==> src/hdl/ufr_pkg.sv <==
// Shared constants for the frame receiver: field widths, phase, status, opcode and register codes.
package ufr_pkg;

	// Number of big-endian length bytes after the header (1 or 2).
	localparam int LENGTH_BYTES = 2;

	localparam int BYTE_W  = 8;
	localparam int LEN_W   = 16;
	localparam int STAT_W  = 2;
	localparam int PHASE_W = 2;
	localparam int REG_IDX_W = 2;
	localparam int REG_DATA_W = 16;

	// Receiver phases.
	localparam logic [PHASE_W-1:0] PH_HUNT = 2'd0;
	localparam logic [PHASE_W-1:0] PH_LEN  = 2'd1;
	localparam logic [PHASE_W-1:0] PH_PAY  = 2'd2;
	localparam logic [PHASE_W-1:0] PH_SUM  = 2'd3;

	// Frame status codes.
	localparam logic [STAT_W-1:0] ST_INCOMPLETE = 2'd0;
	localparam logic [STAT_W-1:0] ST_COMPLETE   = 2'd1;
	localparam logic [STAT_W-1:0] ST_LEN_ERR    = 2'd2;
	localparam logic [STAT_W-1:0] ST_SUM_ERR    = 2'd3;

	// Input opcodes.
	localparam logic OP_BYTE    = 1'b0;
	localparam logic OP_RESTART = 1'b1;

	// Configuration register indexes.
	localparam logic [REG_IDX_W-1:0] REG_HEADER_BYTE = 2'd0;
	localparam logic [REG_IDX_W-1:0] REG_MAX_LENGTH  = 2'd1;
	localparam logic [REG_IDX_W-1:0] REG_CHECK_EN    = 2'd2;

	// Reset value of the maximum payload length register.
	localparam logic [LEN_W-1:0] MAX_LENGTH_RESET = 16'd256;

	// One result transaction.
	typedef struct packed {
		logic [STAT_W-1:0] status;
		logic              payload_valid;
		logic [BYTE_W-1:0] payload_byte;
		logic [LEN_W-1:0]  payload_index;
	} result_t;

endpackage

==> src/hdl/uart_frame_receiver.sv <==
// Header / length / payload / sum-8 frame receiver with a two-stage valid/stall pipeline.
// A transaction accepted into stage 1 has its result registered in stage 2 once the result
// register can load, and the sink takes it from there.
// Throughput: one transaction per cycle while the sink does not stall; the frame state step is
// combinational logic between the input and result registers, and it closes its own loop.
// Reset (arst_n low, asynchronous): both pipeline stages empty, receiver hunting for a header,
// status incomplete, counters and sum cleared, registers at header 0, maximum 256, check off.
module uart_frame_receiver (
	input  logic                          clk,
	input  logic                          arst_n,
	// Input channel.
	input  logic                          in_valid,
	output logic                          in_stall,
	input  logic                          op,
	input  logic [ufr_pkg::BYTE_W-1:0]    rx_byte,
	// Result channel.
	output logic                          out_valid,
	input  logic                          out_stall,
	output logic [ufr_pkg::STAT_W-1:0]    status,
	output logic                          payload_valid,
	output logic [ufr_pkg::BYTE_W-1:0]    payload_byte,
	output logic [ufr_pkg::LEN_W-1:0]     payload_index,
	// Configuration write port.
	input  logic                          cfg_we,
	input  logic [ufr_pkg::REG_IDX_W-1:0] cfg_index,
	input  logic [ufr_pkg::REG_DATA_W-1:0] cfg_data
);
	import ufr_pkg::*;

	// Configuration registers.
	logic [BYTE_W-1:0] header_byte_q;
	logic [LEN_W-1:0]  max_length_q;
	logic              check_en_q;

	// Frame state.
	logic [PHASE_W-1:0] phase_q;
	logic [STAT_W-1:0]  frame_status_q;
	logic [LEN_W-1:0]   byte_counter_q;
	logic [LEN_W-1:0]   frame_length_q;
	logic [BYTE_W-1:0]  running_sum_q;

	// Stage 1 holds the accepted transaction, stage 2 the finished result.
	logic              valid_s1;
	logic              op_s1;
	logic [BYTE_W-1:0] byte_s1;
	logic              valid_s2;
	result_t           result_s2;

	// Next-state and result logic.
	logic [PHASE_W-1:0] phase_d;
	logic [STAT_W-1:0]  frame_status_d;
	logic [LEN_W-1:0]   byte_counter_d;
	logic [LEN_W-1:0]   frame_length_d;
	logic [BYTE_W-1:0]  running_sum_d;
	logic [LEN_W-1:0]   counter_inc;
	logic [LEN_W-1:0]   length_shift;
	result_t            result_d;

	logic out_load;
	logic s1_move;

	// The result register can take a new value when it is empty or being drained.
	assign out_load = !valid_s2 || !out_stall;
	assign s1_move  = valid_s1 && out_load;
	// Stage 1 is full and cannot advance, so a new transaction must wait.
	assign in_stall = valid_s1 && !out_load;

	assign counter_inc  = byte_counter_q + LEN_W'(1);
	assign length_shift = {frame_length_q[LEN_W-BYTE_W-1:0], byte_s1};

	// Configuration writes; an index past the last register is ignored.
	always_ff @(posedge clk or negedge arst_n) begin
		if (!arst_n) begin
			header_byte_q <= '0;
			max_length_q  <= MAX_LENGTH_RESET;
			check_en_q    <= 1'b0;
		end else if (cfg_we) begin
			if (cfg_index == REG_HEADER_BYTE) header_byte_q <= cfg_data[BYTE_W-1:0];
			if (cfg_index == REG_MAX_LENGTH)  max_length_q  <= cfg_data[LEN_W-1:0];
			if (cfg_index == REG_CHECK_EN)    check_en_q    <= cfg_data[0];
		end
	end

	// One state step per transaction in stage 1. A restart clears the frame state; a completed
	// frame holds until restart; otherwise the phase decides what the byte means.
	always_comb begin
		phase_d        = phase_q;
		frame_status_d = frame_status_q;
		byte_counter_d = byte_counter_q;
		frame_length_d = frame_length_q;
		running_sum_d  = running_sum_q;
		result_d.payload_valid = 1'b0;
		result_d.payload_byte  = '0;
		result_d.payload_index = '0;
		if (op_s1 == OP_RESTART) begin
			phase_d        = PH_HUNT;
			frame_status_d = ST_INCOMPLETE;
			byte_counter_d = '0;
			frame_length_d = '0;
			running_sum_d  = '0;
		end else if (frame_status_q != ST_COMPLETE) begin
			unique case (phase_q)
				PH_HUNT: begin
					if (byte_s1 == header_byte_q) begin
						phase_d        = PH_LEN;
						byte_counter_d = '0;
						frame_length_d = '0;
						running_sum_d  = byte_s1;
					end
				end
				PH_LEN: begin
					frame_length_d = length_shift;
					byte_counter_d = counter_inc;
					running_sum_d  = running_sum_q + byte_s1;
					if (counter_inc >= LEN_W'(LENGTH_BYTES)) begin
						byte_counter_d = '0;
						if (length_shift > max_length_q) begin
							frame_status_d = ST_LEN_ERR;
							phase_d        = PH_HUNT;
						end else if (length_shift == '0) begin
							phase_d = PH_SUM;
						end else begin
							phase_d = PH_PAY;
						end
					end
				end
				PH_PAY: begin
					result_d.payload_valid = 1'b1;
					result_d.payload_byte  = byte_s1;
					result_d.payload_index = byte_counter_q;
					byte_counter_d = counter_inc;
					running_sum_d  = running_sum_q + byte_s1;
					if (counter_inc == frame_length_q) begin
						phase_d        = PH_SUM;
						byte_counter_d = '0;
					end
				end
				PH_SUM: begin
					if (check_en_q && byte_s1 != running_sum_q) frame_status_d = ST_SUM_ERR;
					else frame_status_d = ST_COMPLETE;
					phase_d = PH_HUNT;
				end
				default: begin
					phase_d = PH_HUNT;
				end
			endcase
		end
		result_d.status = frame_status_d;
	end

	// Stage 1 valid and frame state.
	always_ff @(posedge clk or negedge arst_n) begin
		if (!arst_n) begin
			valid_s1       <= 1'b0;
			phase_q        <= PH_HUNT;
			frame_status_q <= ST_INCOMPLETE;
			byte_counter_q <= '0;
			frame_length_q <= '0;
			running_sum_q  <= '0;
		end else begin
			if (!in_stall) valid_s1 <= in_valid;
			if (s1_move) begin
				phase_q        <= phase_d;
				frame_status_q <= frame_status_d;
				byte_counter_q <= byte_counter_d;
				frame_length_q <= frame_length_d;
				running_sum_q  <= running_sum_d;
			end
		end
	end

	// Stage 1 payload.
	always_ff @(posedge clk) begin
		if (in_valid && !in_stall) begin
			op_s1   <= op;
			byte_s1 <= rx_byte;
		end
	end

	// Result register.
	always_ff @(posedge clk or negedge arst_n) begin
		if (!arst_n) begin
			valid_s2 <= 1'b0;
		end else if (out_load) begin
			valid_s2 <= valid_s1;
		end
	end

	always_ff @(posedge clk) begin
		if (s1_move) result_s2 <= result_d;
	end

	assign out_valid     = valid_s2;
	assign status        = result_s2.status;
	assign payload_valid = result_s2.payload_valid;
	assign payload_byte  = result_s2.payload_byte;
	assign payload_index = result_s2.payload_index;

	// A payload byte is only ever reported while the frame is still open.
	a_pay_not_complete: assert property (@(posedge clk) disable iff (!arst_n)
		out_valid && payload_valid |-> status != ST_COMPLETE)
		else $error("payload byte reported with a completed frame status");

	// Inside the payload the index always stays below the frame length.
	a_pay_index_range: assert property (@(posedge clk) disable iff (!arst_n)
		phase_q == PH_PAY |-> byte_counter_q < frame_length_q)
		else $error("payload counter reached the frame length");

	// Non-payload results carry zero byte and index.
	a_non_pay_zero: assert property (@(posedge clk) disable iff (!arst_n)
		out_valid && !payload_valid |-> payload_byte == '0 && payload_index == '0)
		else $error("non-payload result carries payload data");

	// The input is held back only while both stages are full.
	a_stall_full: assert property (@(posedge clk) disable iff (!arst_n)
		in_stall |-> valid_s1 && valid_s2)
		else $error("input stalled with room in the pipeline");

endmodule

==> config.mk <==
export PLATFORM = sky130hd
export DESIGN_NAME = uart_frame_receiver
export DESIGN_NICKNAME = d
export VERILOG_FILES = /design/src/hdl/ufr_pkg.sv /design/src/hdl/uart_frame_receiver.sv
export SDC_FILE = /design/constraint.sdc
export NUM_CORES = 1
export LEC_CHECK = 0
export BUFFER_PORTS_ARGS = -buffer_cell sky130_fd_sc_hd__buf_2
export CAP_MARGIN = 20
export CORE_UTILIZATION = 40
export DETAILED_ROUTE_END_ITERATION = 7
export PLACE_DENSITY = 0.69
export SLEW_MARGIN = 30
export SYNTH_ARGS = -nofsm -noshare
export SYNTH_HDL_FRONTEND = slang
export SYNTH_SLANG_ARGS = --single-unit
==> constraint.sdc <==
create_clock -name clk -period 4.1 [get_ports clk]
set_clock_uncertainty 0.05 [all_clocks]
set_input_delay 0.615 -clock clk [delete_from_list [all_inputs] [get_ports clk]]
set_output_delay 0.615 -clock clk [all_outputs]
set_load 0.005 [all_outputs]
==> results.ini <==
[yosys]
synth.distinct_cells = 60
netlist_area_um2 = 6292
yosys.area.top_type_share = 0.2784
ys_seq_area_frac = 0.4544
ys.flop_type = dfrtp_1
synth-edff-count = 36
ys_seq_elements = 107
synthTopCellsByArea = dfrtp_1 28%, edfxtp_1 17%, ha_1 6.0%, mux2_2 4.8%, nand2_1 4.6%
synth_top_area_cell = dfrtp_1
synthArstFlopShare = 0.6636
syn-num-nets = 700
yosysMostFrequentCell = nand2_1
avgSynthCellArea_um2 = 9.878
ys_warn_count = 0
synthCells = 637
synthTopCellsByCount = 77 x nand2_1, 70 x dfrtp_1, 38 x inv_1

[power]
p_sw_frac = 0.3622
vdd_ir_drop_max_mv = 0.3124
power.share.sequential = 0.416
p_int_mw = 2.162
totalPowerFinal_mw = 3.390
p_sw_mw = 1.228
pwr-share-comb = 0.342
p_leak_nw = 3.080
power_density_nw_per_um2 = 479.4
clockPowerShare = 0.242

[layout]
finalNonFillerCells = 900
area_growth_pct = 12.39
regArea_um2 = 2859
drive_above_1_share = 0.1800
final_nets = 747
fin_util = 0.4635
diodes = 0
multi_input_area_um2 = 3123
nFillCells = 1394
design_area_um2 = 7072

[clock_tree]
post-cts-setup-buffers = 0
cts_buffers = 9
cts-htree-levels = 3
cts_tree = done
cts-root-buf = clkbuf_16
ctsResizeCount = 0
clk_pin_slew_worst_paths_ns = 0.07
clock_path_buffers = 2
clkSinkCount = 107
clkLatencyLatePin_ns = 0.36
cts_hold_buf = 0

[routing]
vias_per_cell = 5.554
ant_nets = 0
route.detailed.drc = 0
via_count = 4999
drtIter0Drc = 358
wirelength_um = 15620
detail_route.wl_per_cell_um = 17.36
first_pass_iters = 4

[sta]
slew_viol_final = 0
hold_violations = 0
rsz0062_at_grt = false
whs_ns = 0.2186
slew_headroom = 0.4696
worst_pin_slew_ns = 0.7932
period_share = 0.8201
fmax_mhz = 297.4
finalCriticalPeriod_ns = 3.363
setup_slack_ns = 0.7375
tns_ns = 0
setup-violations-final = 0

[die]
io_pins = 61
die_height_um = 127.4
die_w_um = 127.4
initial_core_util = 0.4124
design.core.area_um2 = 15260
dieArea_um2 = 16240
core.rowCount = 45

[critical_path]
cp.required_ns = 4.34
critPathArrivalTime_ns = 3.60
path_cells = ha_1 -> nand3_2 -> or3_1 -> mux2i_1 -> o21ai_0 -> and4bb_1 -> and2_1 -> buf_4 -> or4_1 -> nand3_1
slowest_delay_ns = 0.52
crit_type = reg2reg
critPathMaxFanout = 18
worstSetupEndpointType = register
startpoint_type = register
cpMaxStageDelayCell = or3_1

[grt]
grt_max_degree = 48
grt_overflow = 0
grt_pass1_wl_um = 25630
track_usage = 0.2040
grt_pass1_vias = 5033
antenna_found_initial = 0

[place]
placed_cells = 884
place.gp.congestion = 0.9549
portBuffers = 60
post-place-ws_ns = 0.7996
placed_area_um2 = 6802
hpwl_um = 11260

[min_path]
min_path_type = in2async

[flow_run]
maxCapViolCount = 0

[outcome]
status = finished clean

[cell families after synthesis]
family                     synth area share
AOI/OAI and AO/OA                    0.1207
xor gates and xnor gates            0.04176
adders and majority gates           0.06284
buffers and inverters               0.05011
DFF                                  0.4544
muxes                               0.06582
and+or+nand+nor                      0.2044
[worst max-delay path: cells and delay by family, from the launching register on]
family / cells / cell delay (ns)
adders and majority gates: 1 / 0.31
and+or+nand+nor: 6 / 1.80
AOI/OAI and AO/OA: 1 / 0.29
buffers and inverters: 1 / 0.20
DFF: 1 / 0.49
muxes: 1 / 0.15
[power by group through the flow]
| stage | sequential [mW] | combinational, mW | clock, mW |
|---|---|---|---|
| finish | 1.41 | 1.16 | 0.820 |
| global route | 1.43 | 1.28 | 0.867 |
| CTS | 1.41 | 1.15 | 0.839 |
| detailed placement | 1.43 | 1.15 | 0 |
| global placement | 1.42 | 1.10 | 0 |
| floorplan | 1.38 | 0.859 | 0 |
[routing by layer]
metal	vias to the layer above	track usage	share of wire
li1	2402	-	-
met1	2425	0.2471	0.43
met2	139	0.3533	0.50
met3	33	0.03350	0.040
met4	0	0.09804	0.032
met5	-	0	0
[worst paths after layout]
kind / startpoint / endpoint / slack [ns] / cells after the start
min in group clk: rx_byte[0] / byte_s1[0]$_DFFE_PP_ / 0.38 / 1
max in group asynchronous: arst_n / frame_length_q[13]$_DFFE_PN0P_ / 2.75 / 2
worst max register to register: byte_counter_q[0]$_DFFE_PN0P_ / phase_q[1]$_DFFE_PN0P_ / 0.74 / 10
worst min-delay path: arst_n / running_sum_q[3]$_DFFE_PN0P_ / 0.22 / 1
worst max-delay path: byte_counter_q[0]$_DFFE_PN0P_ / phase_q[1]$_DFFE_PN0P_ / 0.74 / 10
worst min register to register: running_sum_q[2]$_DFFE_PN0P_ / running_sum_q[2]$_DFFE_PN0P_ / 0.44 / 2
[final cells by class]
cell class                      count  area share
Inverter                           38     0.02017
Timing Repair Buffer               75     0.05839
Clock inverter                      4    0.003362
Tap cell                          211     0.03733
Sequential cell                   107      0.4043
Multi-Input combinational cell    453      0.4416
Clock buffer                       12     0.03485
[layout by cell type (no fill, tap or decap), drive strengths merged, types with 3 or more instances in the layout]
cell type,count
nor2,20
xnor2,23
and2,7
mux2i,11
nor3,15
edfxtp,36
dfrtp,70
o211ai,26
or4,3
or2,4
o311ai,3
o21ai,16
a21o,5
buf,75
nand2b,11
and3,25
inv,40
a31oi,3
o22ai,3
nor2b,7
or3,5
xor2,7
a21oi,20
mux2,27
o31ai,12
ha,30
nor3b,5
nand3,29
clkbuf,12
o21bai,4
o221ai,3
nand2,77
nand4,14
nor4,15
a211oi,3
[flip-flops by register name, summed over array words and instances (netlist names), 8 cells and up]
name / count
frame_length_q: 16
max_length_q: 16
header_byte_q: 8
payload_index: 16
byte_s1: 8
running_sum_q: 8
byte_counter_q: 16
payload_byte: 8
Note: power is estimated with default switching activity, not from simulation.
